===== src/design/dns_question_section_parser_assert.svh =====
// assertion macros for the dns question section parser
`ifndef DNS_QUESTION_SECTION_PARSER_ASSERT_SVH
`define DNS_QUESTION_SECTION_PARSER_ASSERT_SVH

// property checked at every clock edge out of reset
`define DNSQP_ASSERT(label, prop, msg) \
    label: assert property (@(posedge i_clk) disable iff (!i_rst_n) prop) else $error(msg);

// property checked at every clock edge, reset included
`define DNSQP_ASSERT_ALWAYS(label, prop, msg) \
    label: assert property (@(posedge i_clk) prop) else $error(msg);

`endif


===== src/design/dnsqp_pkg.sv =====
// shared types and constants for the dns question section parser
package dnsqp_pkg;

    localparam int MAX_LABEL_LEN = 63;
    localparam logic [7:0] DOT_CHAR = 8'h2E;
    localparam logic [3:0] ID_END = 4'd2;
    localparam logic [3:0] FLAGS_END = 4'd4;
    localparam logic [3:0] HEADER_BYTES = 4'd12;
    localparam logic [1:0] TAIL_LAST = 2'd3;

    typedef enum logic [2:0] {
        PH_IDLE   = 3'd0,
        PH_HEADER = 3'd1,
        PH_LEN    = 3'd2,
        PH_BODY   = 3'd3,
        PH_TAIL   = 3'd4
    } t_phase;

    typedef enum logic [1:0] {
        KIND_CHAR  = 2'd0,
        KIND_QDONE = 2'd1,
        KIND_HDONE = 2'd2,
        KIND_ERROR = 2'd3
    } t_kind;

    typedef struct packed {
        t_phase       phase;
        logic [3:0]   hdr_cnt;
        logic [15:0]  id;
        logic [15:0]  flags;
        logic [63:0]  counts;
        logic [15:0]  qcnt;
        logic [5:0]   label_rem;
        logic         label_seen;
        logic [23:0]  tail_shift;
        logic [1:0]   tail_cnt;
    } t_state;

    localparam t_state STATE_RESET = '{
        phase: PH_IDLE, hdr_cnt: '0, id: '0, flags: '0, counts: '0,
        qcnt: '0, label_rem: '0, label_seen: 1'b0, tail_shift: '0, tail_cnt: '0
    };

    typedef struct packed {
        t_kind        kind;
        logic [7:0]   name_char;
        logic [15:0]  question_index;
        logic [15:0]  query_type;
        logic [15:0]  query_class;
        logic [15:0]  message_id;
        logic [15:0]  header_flags;
        logic [15:0]  question_total;
        logic [15:0]  answer_total;
        logic [15:0]  authority_total;
        logic [15:0]  additional_total;
        logic         message_last;
    } t_result;

    localparam t_result RESULT_NONE = '{
        kind: KIND_CHAR, name_char: '0, question_index: '0, query_type: '0,
        query_class: '0, message_id: '0, header_flags: '0, question_total: '0,
        answer_total: '0, authority_total: '0, additional_total: '0,
        message_last: 1'b0
    };

endpackage


===== src/design/dnsqp_if.sv =====
// byte input and result output channel interfaces
interface dnsqp_in_if;
    logic       valid;
    logic       ready;
    logic [7:0] in_byte;
    logic       msg_start;

    modport source (output valid, output in_byte, output msg_start, input ready);
    modport sink (input valid, input in_byte, input msg_start, output ready);
endinterface

interface dnsqp_out_if;
    logic        valid;
    logic        ready;
    logic [1:0]  result_kind;
    logic [7:0]  name_char;
    logic [15:0] question_index;
    logic [15:0] query_type;
    logic [15:0] query_class;
    logic [15:0] message_id;
    logic [15:0] header_flags;
    logic [15:0] question_total;
    logic [15:0] answer_total;
    logic [15:0] authority_total;
    logic [15:0] additional_total;
    logic        message_last;

    modport source (
        output valid, output result_kind, output name_char, output question_index,
        output query_type, output query_class, output message_id, output header_flags,
        output question_total, output answer_total, output authority_total,
        output additional_total, output message_last, input ready
    );
    modport sink (
        input valid, input result_kind, input name_char, input question_index,
        input query_type, input query_class, input message_id, input header_flags,
        input question_total, input answer_total, input authority_total,
        input additional_total, input message_last, output ready
    );
endinterface


===== src/design/dnsqp_step.sv =====
// per-byte parse step: next state and optional result
module dnsqp_step import dnsqp_pkg::*; (
    input  logic [7:0] i_byte,
    input  logic       i_start,
    input  t_state     i_state,
    output t_state     o_state,
    output t_result    o_res,
    output logic       o_res_valid
);

    t_state     cur;
    t_state     nxt;
    logic [3:0] hdr_next;
    logic [15:0] q_next;

    always_comb begin
        cur = i_state;
        if (i_start) begin
            cur = STATE_RESET;
            cur.phase = PH_HEADER;
        end
        nxt = cur;
        o_res = RESULT_NONE;
        o_res_valid = 1'b0;
        hdr_next = cur.hdr_cnt + 4'd1;
        q_next = cur.qcnt + 16'd1;

        case (cur.phase)
            PH_HEADER: begin
                if (cur.hdr_cnt < ID_END) begin
                    nxt.id = {cur.id[7:0], i_byte};
                end else if (cur.hdr_cnt < FLAGS_END) begin
                    nxt.flags = {cur.flags[7:0], i_byte};
                end else begin
                    nxt.counts = {cur.counts[55:0], i_byte};
                end
                nxt.hdr_cnt = hdr_next;
                if (hdr_next >= HEADER_BYTES) begin
                    o_res_valid = 1'b1;
                    o_res.kind = KIND_HDONE;
                    o_res.message_id = nxt.id;
                    o_res.header_flags = nxt.flags;
                    o_res.question_total = nxt.counts[63:48];
                    o_res.answer_total = nxt.counts[47:32];
                    o_res.authority_total = nxt.counts[31:16];
                    o_res.additional_total = nxt.counts[15:0];
                    nxt.qcnt = '0;
                    if (nxt.counts[63:48] == 16'd0) begin
                        o_res.message_last = 1'b1;
                        nxt.phase = PH_IDLE;
                    end else begin
                        nxt.phase = PH_LEN;
                        nxt.label_seen = 1'b0;
                        nxt.label_rem = '0;
                        nxt.tail_shift = '0;
                        nxt.tail_cnt = '0;
                    end
                end
            end
            PH_LEN: begin
                if (i_byte == 8'd0) begin
                    nxt.phase = PH_TAIL;
                    nxt.tail_shift = '0;
                    nxt.tail_cnt = '0;
                end else if (i_byte > 8'(MAX_LABEL_LEN)) begin
                    o_res_valid = 1'b1;
                    o_res.kind = KIND_ERROR;
                    o_res.question_index = cur.qcnt;
                    o_res.message_last = 1'b1;
                    nxt.phase = PH_IDLE;
                end else begin
                    nxt.label_rem = i_byte[5:0];
                    nxt.phase = PH_BODY;
                    nxt.label_seen = 1'b1;
                    if (cur.label_seen) begin
                        o_res_valid = 1'b1;
                        o_res.kind = KIND_CHAR;
                        o_res.name_char = DOT_CHAR;
                        o_res.question_index = cur.qcnt;
                    end
                end
            end
            PH_BODY: begin
                o_res_valid = 1'b1;
                o_res.kind = KIND_CHAR;
                o_res.name_char = i_byte;
                o_res.question_index = cur.qcnt;
                nxt.label_rem = cur.label_rem - 6'd1;
                if (nxt.label_rem == 6'd0) begin
                    nxt.phase = PH_LEN;
                end
            end
            PH_TAIL: begin
                if (cur.tail_cnt < TAIL_LAST) begin
                    nxt.tail_shift = {cur.tail_shift[15:0], i_byte};
                    nxt.tail_cnt = cur.tail_cnt + 2'd1;
                end else begin
                    o_res_valid = 1'b1;
                    o_res.kind = KIND_QDONE;
                    o_res.question_index = cur.qcnt;
                    o_res.query_type = cur.tail_shift[23:8];
                    o_res.query_class = {cur.tail_shift[7:0], i_byte};
                    nxt.qcnt = q_next;
                    nxt.tail_shift = '0;
                    nxt.tail_cnt = '0;
                    if (q_next == cur.counts[63:48]) begin
                        o_res.message_last = 1'b1;
                        nxt.phase = PH_IDLE;
                    end else begin
                        nxt.phase = PH_LEN;
                        nxt.label_seen = 1'b0;
                        nxt.label_rem = '0;
                    end
                end
            end
            default: begin
                nxt = cur;
            end
        endcase
        o_state = nxt;
    end

endmodule


===== src/design/dns_question_section_parser.sv =====
// dns question section parser top level: input stage, parse state, result register
//
// channel   dir  payload
// i_in      in   in_byte, msg_start
// o_out     out  result_kind, name_char, question_index, query_type, query_class,
//                message_id, header_flags, four header counts, message_last
//
// one byte per cycle sustained while o_out is ready; each byte goes input register, parse step, result register
// an input register and a result register each hold one item, so one byte is held
// while a result waits; the parse state advances only when the result slot frees
// synchronous active-low reset empties both registers and returns the parser to idle
`include "dns_question_section_parser_assert.svh"

module dns_question_section_parser import dnsqp_pkg::*; (
    input logic         i_clk,
    input logic         i_rst_n,
    dnsqp_in_if.sink    i_in,
    dnsqp_out_if.source o_out
);

    logic       r_in_valid;
    logic [7:0] r_in_byte;
    logic       r_in_start;
    t_state     r_state;
    t_state     n_state;
    logic       r_out_valid;
    t_result    r_out;
    t_result    n_out;
    logic       n_out_valid;
    logic       advance;

    dnsqp_step u_step (
        .i_byte      (r_in_byte),
        .i_start     (r_in_start),
        .i_state     (r_state),
        .o_state     (n_state),
        .o_res       (n_out),
        .o_res_valid (n_out_valid)
    );

    assign advance = r_in_valid && (!r_out_valid || o_out.ready);
    assign i_in.ready = !r_in_valid || advance;

    always_ff @(posedge i_clk) begin
        if (!i_rst_n) begin
            r_in_valid <= 1'b0;
            r_out_valid <= 1'b0;
            r_state <= STATE_RESET;
        end else begin
            if (i_in.ready) begin
                r_in_valid <= i_in.valid;
            end
            if (advance) begin
                r_state <= n_state;
                r_out_valid <= n_out_valid;
            end else if (o_out.ready) begin
                r_out_valid <= 1'b0;
            end
        end
    end

    always_ff @(posedge i_clk) begin
        if (i_in.valid && i_in.ready) begin
            r_in_byte <= i_in.in_byte;
            r_in_start <= i_in.msg_start;
        end
        if (advance) begin
            r_out <= n_out;
        end
    end

    assign o_out.valid = r_out_valid;
    assign o_out.result_kind = r_out.kind;
    assign o_out.name_char = r_out.name_char;
    assign o_out.question_index = r_out.question_index;
    assign o_out.query_type = r_out.query_type;
    assign o_out.query_class = r_out.query_class;
    assign o_out.message_id = r_out.message_id;
    assign o_out.header_flags = r_out.header_flags;
    assign o_out.question_total = r_out.question_total;
    assign o_out.answer_total = r_out.answer_total;
    assign o_out.authority_total = r_out.authority_total;
    assign o_out.additional_total = r_out.additional_total;
    assign o_out.message_last = r_out.message_last;

    `DNSQP_ASSERT_ALWAYS(a_reset_empty, !i_rst_n |=> !r_in_valid && !r_out_valid, "registers not empty after reset")
    `DNSQP_ASSERT(a_error_last, r_out_valid && r_out.kind == KIND_ERROR |-> r_out.message_last, "error result not last")
    `DNSQP_ASSERT(a_char_not_last, r_out_valid && r_out.kind == KIND_CHAR |-> !r_out.message_last, "name char marked last")
    `DNSQP_ASSERT(a_empty_hdr_last, r_out_valid && r_out.kind == KIND_HDONE && r_out.question_total == 16'd0 |-> r_out.message_last, "header without questions not last")
    `DNSQP_ASSERT(a_header_count, r_state.phase == PH_HEADER |-> r_state.hdr_cnt < HEADER_BYTES, "header byte count overran")

endmodule


===== src/flat_wrapper.sv =====
// flat-port wrapper written by rule: the top's interface ports become plain ports
module dns_question_section_parser_flat import dnsqp_pkg::*;
  (i_clk, i_rst_n, i_in_valid, i_in_in_byte, i_in_msg_start, i_in_ready, o_out_valid, o_out_result_kind, o_out_name_char, o_out_question_index, o_out_query_type, o_out_query_class, o_out_message_id, o_out_header_flags, o_out_question_total, o_out_answer_total, o_out_authority_total, o_out_additional_total, o_out_message_last, o_out_ready);
  dnsqp_in_if i_in_i ();
  dnsqp_out_if o_out_i ();
  input logic i_clk;
  input logic i_rst_n;
  input wire logic [$bits(i_in_i.valid)-1:0] i_in_valid;
  input wire logic [$bits(i_in_i.in_byte)-1:0] i_in_in_byte;
  input wire logic [$bits(i_in_i.msg_start)-1:0] i_in_msg_start;
  output wire logic [$bits(i_in_i.ready)-1:0] i_in_ready;
  output wire logic [$bits(o_out_i.valid)-1:0] o_out_valid;
  output wire logic [$bits(o_out_i.result_kind)-1:0] o_out_result_kind;
  output wire logic [$bits(o_out_i.name_char)-1:0] o_out_name_char;
  output wire logic [$bits(o_out_i.question_index)-1:0] o_out_question_index;
  output wire logic [$bits(o_out_i.query_type)-1:0] o_out_query_type;
  output wire logic [$bits(o_out_i.query_class)-1:0] o_out_query_class;
  output wire logic [$bits(o_out_i.message_id)-1:0] o_out_message_id;
  output wire logic [$bits(o_out_i.header_flags)-1:0] o_out_header_flags;
  output wire logic [$bits(o_out_i.question_total)-1:0] o_out_question_total;
  output wire logic [$bits(o_out_i.answer_total)-1:0] o_out_answer_total;
  output wire logic [$bits(o_out_i.authority_total)-1:0] o_out_authority_total;
  output wire logic [$bits(o_out_i.additional_total)-1:0] o_out_additional_total;
  output wire logic [$bits(o_out_i.message_last)-1:0] o_out_message_last;
  input wire logic [$bits(o_out_i.ready)-1:0] o_out_ready;
  assign i_in_i.valid = i_in_valid;
  assign i_in_i.in_byte = i_in_in_byte;
  assign i_in_i.msg_start = i_in_msg_start;
  assign i_in_ready = i_in_i.ready;
  assign o_out_valid = o_out_i.valid;
  assign o_out_result_kind = o_out_i.result_kind;
  assign o_out_name_char = o_out_i.name_char;
  assign o_out_question_index = o_out_i.question_index;
  assign o_out_query_type = o_out_i.query_type;
  assign o_out_query_class = o_out_i.query_class;
  assign o_out_message_id = o_out_i.message_id;
  assign o_out_header_flags = o_out_i.header_flags;
  assign o_out_question_total = o_out_i.question_total;
  assign o_out_answer_total = o_out_i.answer_total;
  assign o_out_authority_total = o_out_i.authority_total;
  assign o_out_additional_total = o_out_i.additional_total;
  assign o_out_message_last = o_out_i.message_last;
  assign o_out_i.ready = o_out_ready;
  dns_question_section_parser u_core (.i_clk(i_clk), .i_rst_n(i_rst_n), .i_in(i_in_i), .o_out(o_out_i));
endmodule

===== config.mk =====
export PLATFORM = sky130hd
export DESIGN_NAME = dns_question_section_parser_flat
export DESIGN_NICKNAME = d
export VERILOG_FILES = /design/src/design/dnsqp_pkg.sv /design/src/design/dnsqp_if.sv /design/src/design/dnsqp_step.sv /design/src/design/dns_question_section_parser.sv /design/src/flat_wrapper.sv
export VERILOG_INCLUDE_DIRS = /design/src /design/src/design
export SDC_FILE = /design/constraint.sdc
export NUM_CORES = 1
export LEC_CHECK = 0
export BUFFER_PORTS_ARGS = -buffer_cell sky130_fd_sc_hd__buf_4
export CAP_MARGIN = 10
export CORE_MARGIN = 1
export CORE_UTILIZATION = 60
export DETAILED_ROUTE_END_ITERATION = 16
export PLACE_DENSITY = 0.88
export SLEW_MARGIN = 20
export SYNTH_ARGS = -nofsm -noshare
export SYNTH_HDL_FRONTEND = slang
export SYNTH_HIERARCHICAL = 1
export SYNTH_SLANG_ARGS = --single-unit
export TNS_END_PERCENT = 10

===== constraint.sdc =====
create_clock -name i_clk -period 8.08 [get_ports i_clk]
set_clock_uncertainty 0.15 [all_clocks]
set_input_delay 0 -clock i_clk [delete_from_list [all_inputs] [get_ports i_clk]]
set_output_delay 0 -clock i_clk [all_outputs]
set_load 0.05 [all_outputs]

==> results by group <==
Run status
  – Status: completed

Cells and area
  – Commonest cells after routing, fill and taps aside: nand2_1, buf_4, edfxtp_1, mux2i_1, dfxtp_1
  – Commonest non-fill, non-tap cell in the layout: nand2_1
  – Antenna cells: 0
  – Filler cells: 1,966
  – Final core occ: 70.3%
  – Area Growth Syn to Fin: 14.4%
  – Share of cells above drive strength 1: 12.7%
  – Final nets: 2,042

Timing
  – F_max: 0.238 GHz
  – Rel. slew slack: 24.8%
  – Hold Fails Final Rpt: 0
  – Worst slew pin tran: 1.12 ns
  – Unrepaired setup endpoints after global routing: no
  – Period utilisation layout: 51.9%
  – Final Max Tran Viols: 0
  – Final setup viols: 0
  – Final setup TNS: 0 ns
  – Crit path time final: 4.19 ns

Pwr
  – Leakage power: 6.80 nW
  – VDD IR max: 139 uV
  – Power density over cell area: 185 mW/mm^2

Worst setup path
  – Startpoint types: flip-flop
  – Reg-to-Reg End: u_core/o_out.valid
  – WP data arrival: 4.45 ns
  – Reg2reg path depth: 13
  – Critical path type: reg -> reg
  – CP endpoint kind: flip-flop
  – Worst-path fanout max: 69
  – FF-to-FF Start: u_core/r_in_start
  – CP required: 8.33 ns
  – R2R setup slack: 3.89 ns

Route
  – DRT iter0 DRCs: 1,670
  – WL/cell: 17.9 um
  – Final ANT Viol Nets: 0
  – DR vias: 14.6k
  – Routed vias/inst: 6.11
  – Pre-Repair DR Iteration Count: 7
  – DRC: 0
  – Routed Wire Length: 42,800 um

Synth
  – Largest family of logic cells by synthesized area: simple AND/OR/NAND/NOR gates
  – Syn Area/Cell: 8.54 um^2
  – Compound-Gate Fraction of Synth Area: 11.3%
  – Ys Warns: 6
  – Post-synth ARST share: 0%
  – Synth area leaders: edfxtp_1, dfxtp_1, nand2_1
  – Synth Area in Adders: 0.452%
  – Number of synthesized flops with an enable pin: 164
  – Post-Syn Area: 0.0166 mm^2
  – Seq cells post-synth: 318
  – Sequential area share after synthesis: 48.2%
  – Gate Count Post-Synth: 1,944
  – Area share of xor/xnor cells in the synthesized design: 1.63%
  – Mux contribution to synthesized area: 9.74%
  – Syn Nets: 1,963
  – Area share of the largest cell type after synthesis: 29.6%
  – Simple-gate portion of the synthesized area: 24.0%
  – Netlist cell types: 73
  – Synth area leader: edfxtp_1
  – Ys flop type: edfxtp_1

Die
  – Die ar.: 0.0284 mm^2
  – Die W: 168 um
  – Initial Util: 61.5%
  – Die height: 168 um
  – Cell Rows: 60
  – Core Region: 0.0270 mm^2
  – Io pins: 170

Min path
  – Hold path depth: 2
  – Worst Hold Class: in -> reg
  – Worst Hold End: u_core/r_in_byte[4]
  – Hold path start: i_in_in_byte[4]

Global route
  – First-pass GRT wire length: 68,100 um
  – GRT Util Overall: 29.5%
  – Largest net degree at the start of global routing: 172
  – Total grt overflow: 0
  – Vias in the first global route: 13.4k
  – Initial antenna violation count: 0

Clock tree
  – Resize count post-CTS: 0
  – Clk buf depth: 3
  – H-tree depth: 2
  – Inserted Clock Buffers: 35
  – Root Buffer: clkbuf_16
  – TritonCTS clock tree: yes
  – Post-CTS setup repair buffer count: 0
  – Clock-pin slew on the worst setup and hold paths: 0.06 ns
  – Worst-skew pair later-pin latency: 0.52 ns
  – # clock sinks: 318

Placed design
  – PortBufs: 169
  – Final RePlAce weighted congestion: 0.907
  – DP HPWL: 25,500 um

Run
  – Max cap viols: 0
==> logic make-up after synthesis <==
family,Yosys count
compound gates,332
xor+xnor,31
fa+ha+maj,6
buf+inv,159
flops,318
mux,161
simple gates,937
==> layer usage <==
layer  GRT usage (%)  up-vias  part of all wire (%)
met5               0        -                     0
met4            11.3        0                   3.0
met3            4.68      116                   9.0
met2            48.9      808                    49
met1            38.9     6887                    39
li1                -     6793                     -
==> power by group <==
part	internal, mW	switching (mW)
Sequential	1.71	0.0257
Clock	0.942	0.636
Combinational	0.0512	0.145
==> how the worst max path moves through the flow <==
stage | from | end | slack (ns)
2_1_floorplan | u_core/r_in_start | u_core/r_state[46] | 4.84
3_3_place_gp | u_core/r_in_start | u_core/r_state[31] | 4.22
3_5_place_dp | u_core/r_in_start | u_core/o_out.valid | 4.07
4_1_cts | u_core/r_in_start | u_core/o_out.valid | 4.04
5_1_grt | u_core/r_in_start | u_core/o_out.valid | 3.63
6_report | u_core/r_in_start | u_core/o_out.valid | 3.89
==> registers in the layout, indices dropped and copies added (netlist names) <==
name	count
u_core/o_out.authority_total	16
u_core/r_in_start	1
u_core/o_out.name_char	8
u_core/o_out.query_class	16
u_core/o_out.answer_total	16
u_core/r_in_byte	8
u_core/o_out.query_type	16
u_core/r_state	152
u_core/r_in_valid	1
u_core/o_out.result_kind	2
u_core/o_out.additional_total	16
u_core/o_out.message_last	1
u_core/o_out.question_index	16
u_core/o_out.header_flags	16
u_core/o_out.message_id	16
u_core/o_out.valid	1
u_core/o_out.question_total	16
==> worst max-delay path, stage by stage, from the launching register on <==
cell,delay [ns]
edfxtp_1,0.42
buf_4,0.39
inv_4,0.55
nand2_1,0.23
inv_1,0.11
ha_1,0.20
nor2b_1,0.06
o21ai_0,0.14
nand2_1,0.23
nand3_4,0.40
buf_4,0.66
nand2_1,0.15
a21oi_1,0.23
nor2b_1,0.07
==> synth_stat cells (all sizes together) (6+ instances only) <==
| cell type | instances |
|---|---|
| ha | 6 |
| dfxtp | 154 |
| nor4 | 7 |
| mux2i | 159 |
| buf | 55 |
| o21ai | 127 |
| nor2 | 47 |
| edfxtp | 164 |
| nand2b | 9 |
| nor2b | 30 |
| clkbuf | 99 |
| and3 | 40 |
| a21oi | 146 |
| a31oi | 9 |
| nand4 | 7 |
| nand2 | 715 |
| nand3 | 39 |
| xnor2 | 23 |
| a32o | 9 |
| xor2 | 8 |
| and4 | 7 |
==> cell type report <==
| type | count | area [um^2] | share of cell area [%] |
|---|---|---|---|
| sequential | 318 | 8010 | 42.1 |
| clock inverter | 10 | 91.3 | 0.481 |
| clock buffer | 54 | 1060 | 5.58 |
| timing repair buffer | 196 | 1520 | 8.00 |
| multi-input combinational | 1467 | 7880 | 41.4 |
| inverter | 5 | 21.3 | 0.112 |
| tap | 341 | 427 | 2.25 |
==> repair_timing <==
action / in CTS / in global routing
hold endpoints to repair: 11 / 0
endpoints found under the setup margin: 0 / 0
hold buffers: 12 / 0
==> metrics by stage <==
stage	cells	total power [mW]	hold slack (ns)	cell area, um^2	setup WS (ns)
global placement	2315	1.95	0.0308	17700	4.22
CTS	2391	3.51	0.0470	19000	4.04
finish	2391	3.51	0.0582	19000	3.89
floorplan	1944	1.91	-0.0511	16600	4.84
global route	2391	3.60	0.0592	19000	3.63
detailed placement	2315	1.95	0.0310	17700	4.07
Note: power is estimated with default switching activity, not from simulation.
